<file path="src/design/isort_pkg.sv">
// Shared types and constants for the insertion sorter.
// Used by isort_cell and insertion_sorter; no dependencies.
package isort_pkg;

  localparam int MAX_ELEMENTS = 16;
  localparam int VAL_W        = 16;

  typedef enum logic [0:0] {
    ST_FILL,
    ST_DRAIN
  } state_t;

  // broadcast to every cell
  typedef struct packed {
    logic                    ins;    // insert key this cycle
    logic                    shift;  // move contents one cell toward cell 0
    logic signed [VAL_W-1:0] key;
  } cell_ctl_t;

  // what a cell shows its neighbors
  typedef struct packed {
    logic                    valid;
    logic                    gt;     // holds a value greater than key, or empty
    logic signed [VAL_W-1:0] value;
  } cell_nb_t;

endpackage

</file>
<file path="src/design/isort_cell.sv">
// One compare-and-shift cell of the sort chain.
// Depends on isort_pkg for the control and neighbor structs.
module isort_cell (
  input  logic                 clk,
  input  logic                 rst_n,
  input  isort_pkg::cell_ctl_t ctl,
  input  isort_pkg::cell_nb_t  left,
  input  isort_pkg::cell_nb_t  right,
  output isort_pkg::cell_nb_t  self
);
  import isort_pkg::*;

  logic                    valid_r, valid_nxt;
  logic signed [VAL_W-1:0] value_r, value_nxt;

  always_comb begin
    self.valid = valid_r;
    self.value = value_r;
    self.gt    = !valid_r || (value_r > ctl.key);
  end

  always_comb begin
    value_nxt = value_r;
    valid_nxt = valid_r;
    if (ctl.shift) begin
      value_nxt = right.value;
      valid_nxt = right.valid;
    end else if (ctl.ins) begin
      // greater values move up one place; the key lands after equal ones
      if (self.gt) begin
        value_nxt = (left.valid && left.gt) ? left.value : ctl.key;
      end
      valid_nxt = valid_r | left.valid;
    end
  end

  always_ff @(posedge clk) begin
    if (!rst_n) begin
      valid_r <= 1'b0;
    end else begin
      valid_r <= valid_nxt;
    end
    value_r <= value_nxt;
  end

endmodule

</file>
<file path="src/design/insertion_sorter.sv">
// Insertion sorter: takes one item per cycle into a chain of MAX_ELEMENTS cells
// that keep the set in ascending order; the first result is offered in the
// cycle after the last item is taken. The set drains one item per cycle from
// cell 0 while out_tready is high; input is held off during the drain.
// Reset (synchronous, active low) empties the chain and clears the overflow flag.
module insertion_sorter (
  input  logic        clk,
  input  logic        rst_n,
  input  logic        in_tvalid,
  output logic        in_tready,
  input  logic [15:0] in_tdata,   // [15:0] value
  input  logic        in_tlast,   // is_last
  output logic        out_tvalid,
  input  logic        out_tready,
  output logic [15:0] out_tdata,  // [15:0] sorted_value
  output logic        out_tlast,  // end_of_set
  output logic        out_tuser   // [0] overflow
);
  import isort_pkg::*;

  state_t    state_r, state_nxt;
  logic      dropped_r, dropped_nxt;
  cell_ctl_t ctl;
  cell_nb_t  nb [MAX_ELEMENTS];
  cell_nb_t  edge_left, edge_right;
  logic      in_acc, out_acc, full, final_out;

  assign in_acc    = in_tvalid && in_tready;
  assign out_acc   = out_tvalid && out_tready;
  assign full      = nb[MAX_ELEMENTS-1].valid;
  assign final_out = !nb[1].valid;

  // cell 0 sees a valid, never-greater neighbor on its left
  always_comb begin
    edge_left.valid  = 1'b1;
    edge_left.gt     = 1'b0;
    edge_left.value  = '0;
    edge_right.valid = 1'b0;
    edge_right.gt    = 1'b1;
    edge_right.value = '0;
  end

  always_comb begin
    state_nxt = state_r;
    case (state_r)
      ST_FILL:  if (in_acc && in_tlast) state_nxt = ST_DRAIN;
      ST_DRAIN: if (out_acc && final_out) state_nxt = ST_FILL;
      default:  state_nxt = ST_FILL;
    endcase
  end

  always_comb begin
    in_tready   = (state_r == ST_FILL);
    out_tvalid  = (state_r == ST_DRAIN);
    ctl.key     = $signed(in_tdata);
    ctl.ins     = in_acc && !full;
    ctl.shift   = out_acc;
    dropped_nxt = dropped_r;
    if (in_acc && full) begin
      dropped_nxt = 1'b1;
    end
    if (out_acc && final_out) begin
      dropped_nxt = 1'b0;
    end
  end

  assign out_tdata = nb[0].value;
  assign out_tlast = final_out;
  assign out_tuser = dropped_r;

  always_ff @(posedge clk) begin
    if (!rst_n) begin
      state_r   <= ST_FILL;
      dropped_r <= 1'b0;
    end else begin
      state_r   <= state_nxt;
      dropped_r <= dropped_nxt;
    end
  end

  for (genvar i = 0; i < MAX_ELEMENTS; i++) begin : g_cell
    cell_nb_t l_nb, r_nb;
    if (i == 0) begin : g_first
      assign l_nb = edge_left;
    end else begin : g_mid_l
      assign l_nb = nb[i-1];
    end
    if (i == MAX_ELEMENTS-1) begin : g_last
      assign r_nb = edge_right;
    end else begin : g_mid_r
      assign r_nb = nb[i+1];
    end
    isort_cell u_cell (
      .clk   (clk),
      .rst_n (rst_n),
      .ctl   (ctl),
      .left  (l_nb),
      .right (r_nb),
      .self  (nb[i])
    );
  end

endmodule
</file>
<file path="config.mk">
export PLATFORM = sky130hd
export DESIGN_NAME = insertion_sorter
export DESIGN_NICKNAME = d
export VERILOG_FILES = /design/src/design/isort_pkg.sv /design/src/design/isort_cell.sv /design/src/design/insertion_sorter.sv
export SDC_FILE = /design/constraint.sdc
export NUM_CORES = 1
export LEC_CHECK = 0
export ABC_AREA = 1
export BUFFER_PORTS_ARGS = -buffer_cell sky130_fd_sc_hd__buf_2
export CORE_MARGIN = 4
export CORE_UTILIZATION = 65
export DETAILED_ROUTE_END_ITERATION = 12
export PLACE_DENSITY = 0.78
export SLEW_MARGIN = 20
export SYNTH_ARGS = -nofsm -noshare
export SYNTH_HDL_FRONTEND = slang
export SYNTH_SLANG_ARGS = --single-unit
</file>
<file path="constraint.sdc">
create_clock -name clk -period 4.5 [get_ports clk]
set_input_delay 0.45 -clock clk [delete_from_list [all_inputs] [get_ports clk]]
set_output_delay 0.45 -clock clk [all_outputs]
set_load 0.02 [all_outputs]
</file>
==> impl_metrics.xml, run 1 <==
<?xml version="1.0" encoding="UTF-8"?>
<metrics>
  <group name="outcome">
    <metric name="run_status" unit="">finished clean</metric>
  </group>
  <group name="detailed_routing">
    <metric name="vias" unit="">20907</metric>
    <metric name="detail_route.wl_per_cell" unit="um">19.4</metric>
    <metric name="detail_route.iter0.violations" unit="">2165</metric>
    <metric name="dr_drc_count" unit="">0</metric>
    <metric name="drt-pass1-iter-count" unit="">8</metric>
    <metric name="detail_route_antenna_nets" unit="">0</metric>
    <metric name="drt-vias-per-instance" unit="">6.19</metric>
    <metric name="detailed_route_wl" unit="mm">65.4</metric>
  </group>
  <group name="run">
    <metric name="drv.max_cap_violation_count" unit="">0</metric>
  </group>
  <group name="pwr">
    <metric name="total_leakage_power" unit="uW">0.0118</metric>
    <metric name="worst_ir_drop_vdd" unit="mV">0.324</metric>
    <metric name="power-per-cell-area" unit="mW/mm^2">369</metric>
  </group>
  <group name="cts">
    <metric name="max-clock-path-buffers" unit="">3</metric>
    <metric name="clock-root-buffer" unit="">sky130_fd_sc_hd__clkbuf_16</metric>
    <metric name="post_cts_buffers" unit="">0</metric>
    <metric name="cts_made_buffers" unit="">34</metric>
    <metric name="insertion_delay" unit="ns">0.53</metric>
    <metric name="cts.repair.resized" unit="">0</metric>
    <metric name="cts.sinks" unit="">274</metric>
    <metric name="post_cts_clock_slew_at_the_launch_and_capture_registers_of_the_worst_setup_and_hold_paths" unit="ns">0.06</metric>
    <metric name="cts-htree-levels" unit="">2</metric>
    <metric name="tritoncts" unit="">yes</metric>
    <metric name="post_cts_hold_buffer_count" unit="">0</metric>
  </group>
  <group name="layout">
    <metric name="final_cells" unit="">3376</metric>
    <metric name="nFillCells" unit="">2734</metric>
    <metric name="proportion_of_layout_cells_with_a_drive_suffix_above_1" unit="">0.0658</metric>
    <metric name="final_area" unit="mm^2">0.0234</metric>
    <metric name="layout.cells.most_common_list" unit="">sky130_fd_sc_hd__nand2_1 (1,061), sky130_fd_sc_hd__inv_1 (368), sky130_fd_sc_hd__nand3_1 (274), sky130_fd_sc_hd__nand4_1 (251)</metric>
    <metric name="antennaDiodeCount" unit="">0</metric>
    <metric name="mostFrequentLayoutCell" unit="">sky130_fd_sc_hd__nand2_1</metric>
    <metric name="design.final.nets" unit="">3173</metric>
    <metric name="area_growth" unit="%">6.74</metric>
  </group>
  <group name="synthesis">
    <metric name="yosysSeqAreaShare" unit="">0.360</metric>
    <metric name="synth-seq-cells" unit="">274</metric>
    <metric name="ys_warn_count" unit="">0</metric>
    <metric name="postSynth.asyncResetShare" unit="">0</metric>
    <metric name="synth_enable_flop_cells" unit="">240</metric>
    <metric name="yosys_most_used_dff" unit="">sky130_fd_sc_hd__edfxtp_1</metric>
    <metric name="postSynthAreaPerCell" unit="um^2">7.45</metric>
    <metric name="post_synthesis_cell_type_count" unit="">28</metric>
    <metric name="area_of_the_mapped_netlist" unit="mm^2">0.0219</metric>
    <metric name="mappedNetlistNets" unit="">3199</metric>
    <metric name="synthesis.instances" unit="">2938</metric>
  </group>
  <group name="floorplanning">
    <metric name="ios" unit="">41</metric>
    <metric name="fp.dieArea" unit="mm^2">0.0367</metric>
    <metric name="die_height" unit="um">192</metric>
    <metric name="dieWidth" unit="um">192</metric>
    <metric name="core" unit="mm^2">0.0329</metric>
    <metric name="floorplan.initialDensity" unit="">0.666</metric>
    <metric name="num_rows" unit="">66</metric>
  </group>
  <group name="setup_path">
    <metric name="critPathMaxFanout" unit="">31</metric>
    <metric name="critPathLaunchType" unit="">flip-flop</metric>
    <metric name="path_class" unit="">flip-flop to flip-flop</metric>
    <metric name="critical_path_arrival" unit="ns">3.31</metric>
    <metric name="cp.required" unit="ns">4.72</metric>
    <metric name="setup.worst_path.end_class" unit="">flip-flop</metric>
    <metric name="ff2ff_path_depth" unit="">9</metric>
  </group>
  <group name="placed_design">
    <metric name="detailedPlacementHpwl" unit="mm">46.2</metric>
    <metric name="buffer_ports.inserted" unit="">40</metric>
    <metric name="placement.cell_area" unit="mm^2">0.0223</metric>
    <metric name="placed_cells" unit="">3318</metric>
    <metric name="final_gp_congestion" unit="">0.946</metric>
  </group>
  <group name="sta">
    <metric name="max_freq" unit="MHz">324</metric>
    <metric name="timing.final.hold_violations" unit="">0</metric>
    <metric name="fin_skew" unit="ns">0.0271</metric>
    <metric name="grt_setup_unrepaired" unit="">no</metric>
    <metric name="timing.final.crit_period" unit="ns">3.08</metric>
    <metric name="slew_headroom" unit="">0.185</metric>
    <metric name="setup_violations" unit="">0</metric>
    <metric name="timing_worst_slew_pin_value" unit="ns">1.22</metric>
    <metric name="min_period_over_period" unit="">0.685</metric>
    <metric name="timing.setup.tns" unit="ns">0</metric>
    <metric name="final_report_max_slew_violation_count" unit="">0</metric>
  </group>
  <group name="min_path">
    <metric name="holdCritPathClass" unit="">primary input to flip-flop</metric>
    <metric name="timing.hold.worst_path_depth" unit="">3</metric>
  </group>
  <group name="global_routing">
    <metric name="grt_max_degree" unit="">156</metric>
    <metric name="grt_antenna_before_repair" unit="">0</metric>
    <metric name="vias_in_the_first_global_route" unit="">20238</metric>
    <metric name="global_route_wire_length_before_repair" unit="mm">104</metric>
    <metric name="grt_usage" unit="">0.354</metric>
    <metric name="globalRouteOverflowTotal" unit="">0</metric>
  </group>
</metrics>
-- through the flow --
stage	utilization	total power (uW)	setup slack [ns]	hold WS [ns]
2_1_floorplan	-	5260	0.653	0.426
3_3_place_gp	0.679	5810	1.16	0.437
3_5_place_dp	0.679	5930	1.06	0.441
4_1_cts	0.711	8590	1.48	0.160
5_1_grt	0.711	9080	1.24	0.192
6_report	0.711	8630	1.42	0.160
-- sequential cells by signal (all words and copies together), names as in the netlist --
register               cells
g_cell.u_cell.value_r    256
g_cell.u_cell.valid_r     16
out_tuser                  1
out_tvalid                 1
-- worst max-delay path: stages, from the launching register on --
cell and delay, ns:
sky130_fd_sc_hd__dfxtp_1 0.34, sky130_fd_sc_hd__inv_1 0.09, sky130_fd_sc_hd__nand2_1 0.09, sky130_fd_sc_hd__nor2_2 0.09
sky130_fd_sc_hd__buf_4 0.34, sky130_fd_sc_hd__inv_1 0.12, sky130_fd_sc_hd__nand2_1 0.10, sky130_fd_sc_hd__clkinv_1 0.41
sky130_fd_sc_hd__a31oi_1 0.87, sky130_fd_sc_hd__buf_4 0.32
-- synth_stat cells, types with 8 or more instances --
cell type,n,area (um^2)
sky130_fd_sc_hd__buf_4,12,90.1
sky130_fd_sc_hd__ha_1,240,3000
sky130_fd_sc_hd__nand4_1,251,1570
sky130_fd_sc_hd__nand2_4,12,135
sky130_fd_sc_hd__nand3_1,274,1370
sky130_fd_sc_hd__buf_6,15,169
sky130_fd_sc_hd__nor2_1,83,312
sky130_fd_sc_hd__a31oi_1,16,100
sky130_fd_sc_hd__buf_1,8,30.0
sky130_fd_sc_hd__a21o_1,14,105
sky130_fd_sc_hd__dfxtp_1,34,681
sky130_fd_sc_hd__inv_1,369,1390
sky130_fd_sc_hd__nand3_4,15,263
sky130_fd_sc_hd__nand2_1,1062,3990
sky130_fd_sc_hd__nand3_2,12,120
sky130_fd_sc_hd__buf_2,34,170
sky130_fd_sc_hd__edfxtp_1,240,7210
sky130_fd_sc_hd__a21oi_1,98,490
sky130_fd_sc_hd__o21ai_0,42,210
sky130_fd_sc_hd__clkbuf_1,86,323
sky130_fd_sc_hd__nor3_2,8,80.1
-- area by class of cell --
class                      count  area [um^2]  share of cell area
multi-input combinational   2139        11800               0.507
sequential                   274         7890               0.337
inverter                     370         1390              0.0596
clock buffer                  47          951              0.0407
timing repair buffer          93          636              0.0272
tap                          442          553              0.0237
clock inverter                11          103             0.00439
-- power breakdown --
part,internal [uW],switching [uW],total (uW),leakage [uW]
sequential,3240,390,3630,0.00260
clock,1580,1090,2670,0.000516
combinational,750,1580,2330,0.00864
total,5570,3060,8630,0.0118
-- layer usage --
metal,global-route usage,part of all wire,vias to the layer above
met1,0.455,0.38,9720
met3,0.0637,0.10,242
li1,-,-,9821
met5,0,0,-
met4,0.156,0.050,0
met2,0.589,0.47,1124
-- path summary, 6_finish.rpt --
path	startpoint	endpoint	slack [ns]
setup / recovery	out_tvalid$_SDFF_PN0_	g_cell[4].u_cell.value_r[10]$_DFFE_PP_	1.42
setup reg to reg	out_tvalid$_SDFF_PN0_	g_cell[4].u_cell.value_r[10]$_DFFE_PP_	1.42
hold / removal	in_tlast	out_tvalid$_SDFF_PN0_	0.16
hold reg to reg	g_cell[15].u_cell.value_r[4]$_SDFFE_PP0P_	g_cell[15].u_cell.value_r[4]$_SDFFE_PP0P_	0.45
-- kinds of logic (layout without fill, tap and decap cells) --
| family | Yosys count | count (layout) | synth area share |
|---|---|---|---|
| AND/OR/NAND/NOR | 1724 | 1724 | 0.360 |
| buffers and inverters | 525 | 521 | 0.0991 |
| flip-flops | 274 | 274 | 0.360 |
| adder cells (fa/ha/maj) | 240 | 240 | 0.137 |
| AO/OA/AOI/OAI | 175 | 175 | 0.0433 |
Power figures use the tool's default switching activity.
==> inputs of run 2 (changes only) <==
Clock period 4.5 ns to 2.9 ns, I/O delays scaled along.
==> impl_metrics.xml, run 2 (synthesis results as in run 1) <==
<?xml version="1.0" encoding="UTF-8"?>
<metrics>
  <group name="setup_path">
    <metric name="regToRegSetupSlack" unit="ns">0.21</metric>
    <metric name="ff2ff_path_depth" unit="">10</metric>
    <metric name="critical_path.reg2reg.endpoint" unit="">g_cell[10].u_cell.value_r[1]$_DFFE_PP_</metric>
    <metric name="path_common_cell" unit="">sky130_fd_sc_hd__nand2_1</metric>
    <metric name="critical_path_arrival" unit="ns">2.89</metric>
    <metric name="critical-path-max-stage-delay" unit="ns">0.43</metric>
    <metric name="path_class" unit="">flip-flop to flip-flop</metric>
    <metric name="cp.required" unit="ns">3.09</metric>
    <metric name="r2r_start" unit="">g_cell[10].u_cell.value_r[15]$_DFFE_PP_</metric>
    <metric name="crit_path_top_delay_cell" unit="">sky130_fd_sc_hd__ha_1</metric>
    <metric name="setup.worst_path.end_class" unit="">flip-flop</metric>
    <metric name="crit_chain" unit="">ha_1, nand4_1, nor2_1, nand2_1, nand2_1, nand2_1, nand2_4, nand2_1, a31oi_2, buf_4</metric>
    <metric name="critPathLaunchType" unit="">flip-flop</metric>
    <metric name="critPathMaxFanout" unit="">18</metric>
  </group>
  <group name="floorplanning">
    <metric name="die_height" unit="um">192</metric>
    <metric name="fp.dieArea" unit="mm^2">0.0367</metric>
    <metric name="num_rows" unit="">66</metric>
    <metric name="ios" unit="">41</metric>
    <metric name="dieWidth" unit="um">192</metric>
    <metric name="core" unit="mm^2">0.0329</metric>
    <metric name="floorplan.initialDensity" unit="">0.666</metric>
  </group>
  <group name="placed_design">
    <metric name="detailedPlacementHpwl" unit="mm">47.1</metric>
    <metric name="final_gp_congestion" unit="">0.949</metric>
    <metric name="dpl_worst_slack" unit="ns">-0.0194</metric>
    <metric name="buffer_ports.inserted" unit="">40</metric>
  </group>
  <group name="layout">
    <metric name="nFillCells" unit="">2599</metric>
    <metric name="antennaDiodeCount" unit="">0</metric>
    <metric name="largest_register_ffs" unit="">256</metric>
    <metric name="design.final.nets" unit="">3221</metric>
    <metric name="proportion_of_layout_cells_with_a_drive_suffix_above_1" unit="">0.0887</metric>
    <metric name="mostFrequentLayoutCell" unit="">sky130_fd_sc_hd__nand2_1</metric>
    <metric name="area_growth" unit="%">9.91</metric>
    <metric name="final-seq-area" unit="mm^2">0.00789</metric>
    <metric name="leading_registers_by_flop_count" unit="">g_cell.u_cell.value_r (256), g_cell.u_cell.valid_r (16)</metric>
    <metric name="multi_input_area" unit="mm^2">0.0119</metric>
    <metric name="regMostFlops" unit="">g_cell.u_cell.value_r</metric>
    <metric name="layout.cells.most_common_list" unit="">sky130_fd_sc_hd__nand2_1 (1,061), sky130_fd_sc_hd__inv_1 (369), sky130_fd_sc_hd__nand3_1 (274), sky130_fd_sc_hd__nand4_1 (251)</metric>
  </group>
  <group name="global_routing">
    <metric name="grt_usage" unit="">0.355</metric>
    <metric name="grt_antenna_before_repair" unit="">1</metric>
    <metric name="global_route_wire_length_before_repair" unit="mm">105</metric>
    <metric name="vias_in_the_first_global_route" unit="">20572</metric>
    <metric name="globalRouteOverflowTotal" unit="">0</metric>
    <metric name="grt_max_degree" unit="">98</metric>
  </group>
  <group name="cts">
    <metric name="post_cts_hold_buffer_count" unit="">0</metric>
    <metric name="max-clock-path-buffers" unit="">3</metric>
    <metric name="cts-htree-levels" unit="">2</metric>
    <metric name="cts.sinks" unit="">274</metric>
    <metric name="clock-root-buffer" unit="">sky130_fd_sc_hd__clkbuf_16</metric>
    <metric name="cts_made_buffers" unit="">35</metric>
    <metric name="tritoncts" unit="">yes</metric>
    <metric name="insertion_delay" unit="ns">0.53</metric>
    <metric name="post_cts_clock_slew_at_the_launch_and_capture_registers_of_the_worst_setup_and_hold_paths" unit="ns">0.06</metric>
  </group>
  <group name="sta">
    <metric name="max_freq" unit="MHz">371</metric>
    <metric name="min_period_over_period" unit="">0.929</metric>
    <metric name="grt_setup_unrepaired" unit="">no</metric>
    <metric name="timing.final.crit_period" unit="ns">2.69</metric>
    <metric name="fin_skew" unit="ns">0.0211</metric>
    <metric name="timing_worst_slew_pin_value" unit="ns">0.928</metric>
    <metric name="timing.final.hold_violations" unit="">0</metric>
    <metric name="final_report_max_slew_violation_count" unit="">0</metric>
    <metric name="fin_ws" unit="ns">0.207</metric>
    <metric name="timing.setup.tns" unit="ns">0</metric>
    <metric name="slew_headroom" unit="">0.381</metric>
    <metric name="setup_violations" unit="">0</metric>
  </group>
  <group name="detailed_routing">
    <metric name="detail_route_antenna_nets" unit="">0</metric>
    <metric name="vias" unit="">20971</metric>
    <metric name="drt-vias-per-instance" unit="">6.12</metric>
    <metric name="detail_route.wl_per_cell" unit="um">19.1</metric>
    <metric name="detail_route.iter0.violations" unit="">2107</metric>
    <metric name="drt-pass1-iter-count" unit="">5</metric>
    <metric name="detailed_route_wl" unit="mm">65.5</metric>
    <metric name="dr_drc_count" unit="">0</metric>
  </group>
  <group name="pwr">
    <metric name="switching_power" unit="uW">4790</metric>
    <metric name="intPower" unit="uW">8890</metric>
    <metric name="power-per-cell-area" unit="mW/mm^2">568</metric>
    <metric name="power.sequential.fraction" unit="">0.409</metric>
    <metric name="power.clock.fraction" unit="">0.317</metric>
    <metric name="netSwitchingFraction" unit="">0.350</metric>
    <metric name="worst_ir_drop_vdd" unit="mV">0.412</metric>
    <metric name="pwr-share-comb" unit="">0.274</metric>
    <metric name="total_leakage_power" unit="uW">0.0121</metric>
  </group>
  <group name="min_path">
    <metric name="capture_endpoint_of_the_worst_hold_path" unit="">out_tvalid$_SDFF_PN0_</metric>
    <metric name="timing.hold.worst_path_depth" unit="">3</metric>
    <metric name="hold_path_startpoint" unit="">in_tlast</metric>
    <metric name="holdCritPathClass" unit="">primary input to flip-flop</metric>
  </group>
  <group name="outcome">
    <metric name="run_status" unit="">finished clean</metric>
  </group>
  <group name="run">
    <metric name="drv.max_cap_violation_count" unit="">0</metric>
  </group>
</metrics>
==> run 2: cell count changes in the layout (fill, tap and decap cells not counted), sizes merged <==
cell | previous run | this run
clkbuf | 47 | 56
clkinvlp | 0 | 1
bufinv | 2 | 0
clkinv | 9 | 6
buf | 93 | 140
==> run 2: worst max-delay path by stage <==
stage | startpoint | end | slack (ns)
finish | g_cell[10].u_cell.value_r[15]$_DFFE_PP_ | g_cell[10].u_cell.value_r[1]$_DFFE_PP_ | 0.21
global route | g_cell[10].u_cell.value_r[15]$_DFFE_PP_ | g_cell[10].u_cell.value_r[13]$_DFFE_PP_ | 0.005
CTS | g_cell[11].u_cell.value_r[7]$_DFFE_PP_ | g_cell[11].u_cell.value_r[11]$_DFFE_PP_ | 0.19
detailed placement | in_tdata[9] | g_cell[11].u_cell.value_r[9]$_DFFE_PP_ | -0.02
global placement | in_tdata[9] | g_cell[11].u_cell.value_r[11]$_DFFE_PP_ | 0.09
floorplan | in_tdata[15] | g_cell[4].u_cell.value_r[0]$_DFFE_PP_ | 0.05
==> run 2: repair_timing <==
action                                  4_1_cts  5_1_grt
endpoints found under the hold margin         0        0
setup buffers                                 0        0
resized for setup                             0        1
endpoints found under the setup margin        0       16
==> run 2: critical path, delay by kind of cell, from the launching register on <==
| family | cells | cell delay, ns |
|---|---|---|
| and+or+nand+nor | 7 | 1.09 |
| adders and majority gates | 1 | 0.43 |
| DFF | 1 | 0.42 |
| buffers and inverters | 1 | 0.28 |
| AOI/OAI and AO/OA | 1 | 0.13 |
==> run 2: metrics by stage <==
step	hold WS [ns]	power (uW)	std cells	area (um^2)	utilization
6_report	0.0182	13700	3428	24100	0.732
3_5_place_dp	0.442	9290	3365	22900	0.697
3_3_place_gp	0.438	9090	3365	22900	0.697
4_1_cts	0.00851	13600	3428	24100	0.732
2_1_floorplan	0.426	8180	2938	22000	-
5_1_grt	0.0654	14400	3428	24100	0.732
==> run 2: cell type report <==
cell class | count | area share
clock buffer | 56 | 0.0460
clock inverter | 7 | 0.00151
inverter | 370 | 0.0579
multi-input combinational | 2139 | 0.496
sequential | 274 | 0.328
tap | 442 | 0.0230
timing repair buffer | 140 | 0.0478
==> run 2: per-layer routing <==
layer / vias to the layer above / routed length (um) / global-route usage
li1: 9902 / - / -
met2: 1046 / 30700 / 0.594
met1: 9788 / 25600 / 0.456
met3: 233 / 6420 / 0.0656
met4: 2 / 2840 / 0.146
met5: - / 13 / 0
==> run 2: power groups by stage <==
stage	Clock, uW	Combinational [uW]	Sequential, uW
after global placement	0	3460	5630
after floorplan	0	2760	5420
after detailed placement	0	3640	5640
final	4340	3740	5590
after global routing	4540	4230	5640
after CTS	4360	3680	5570
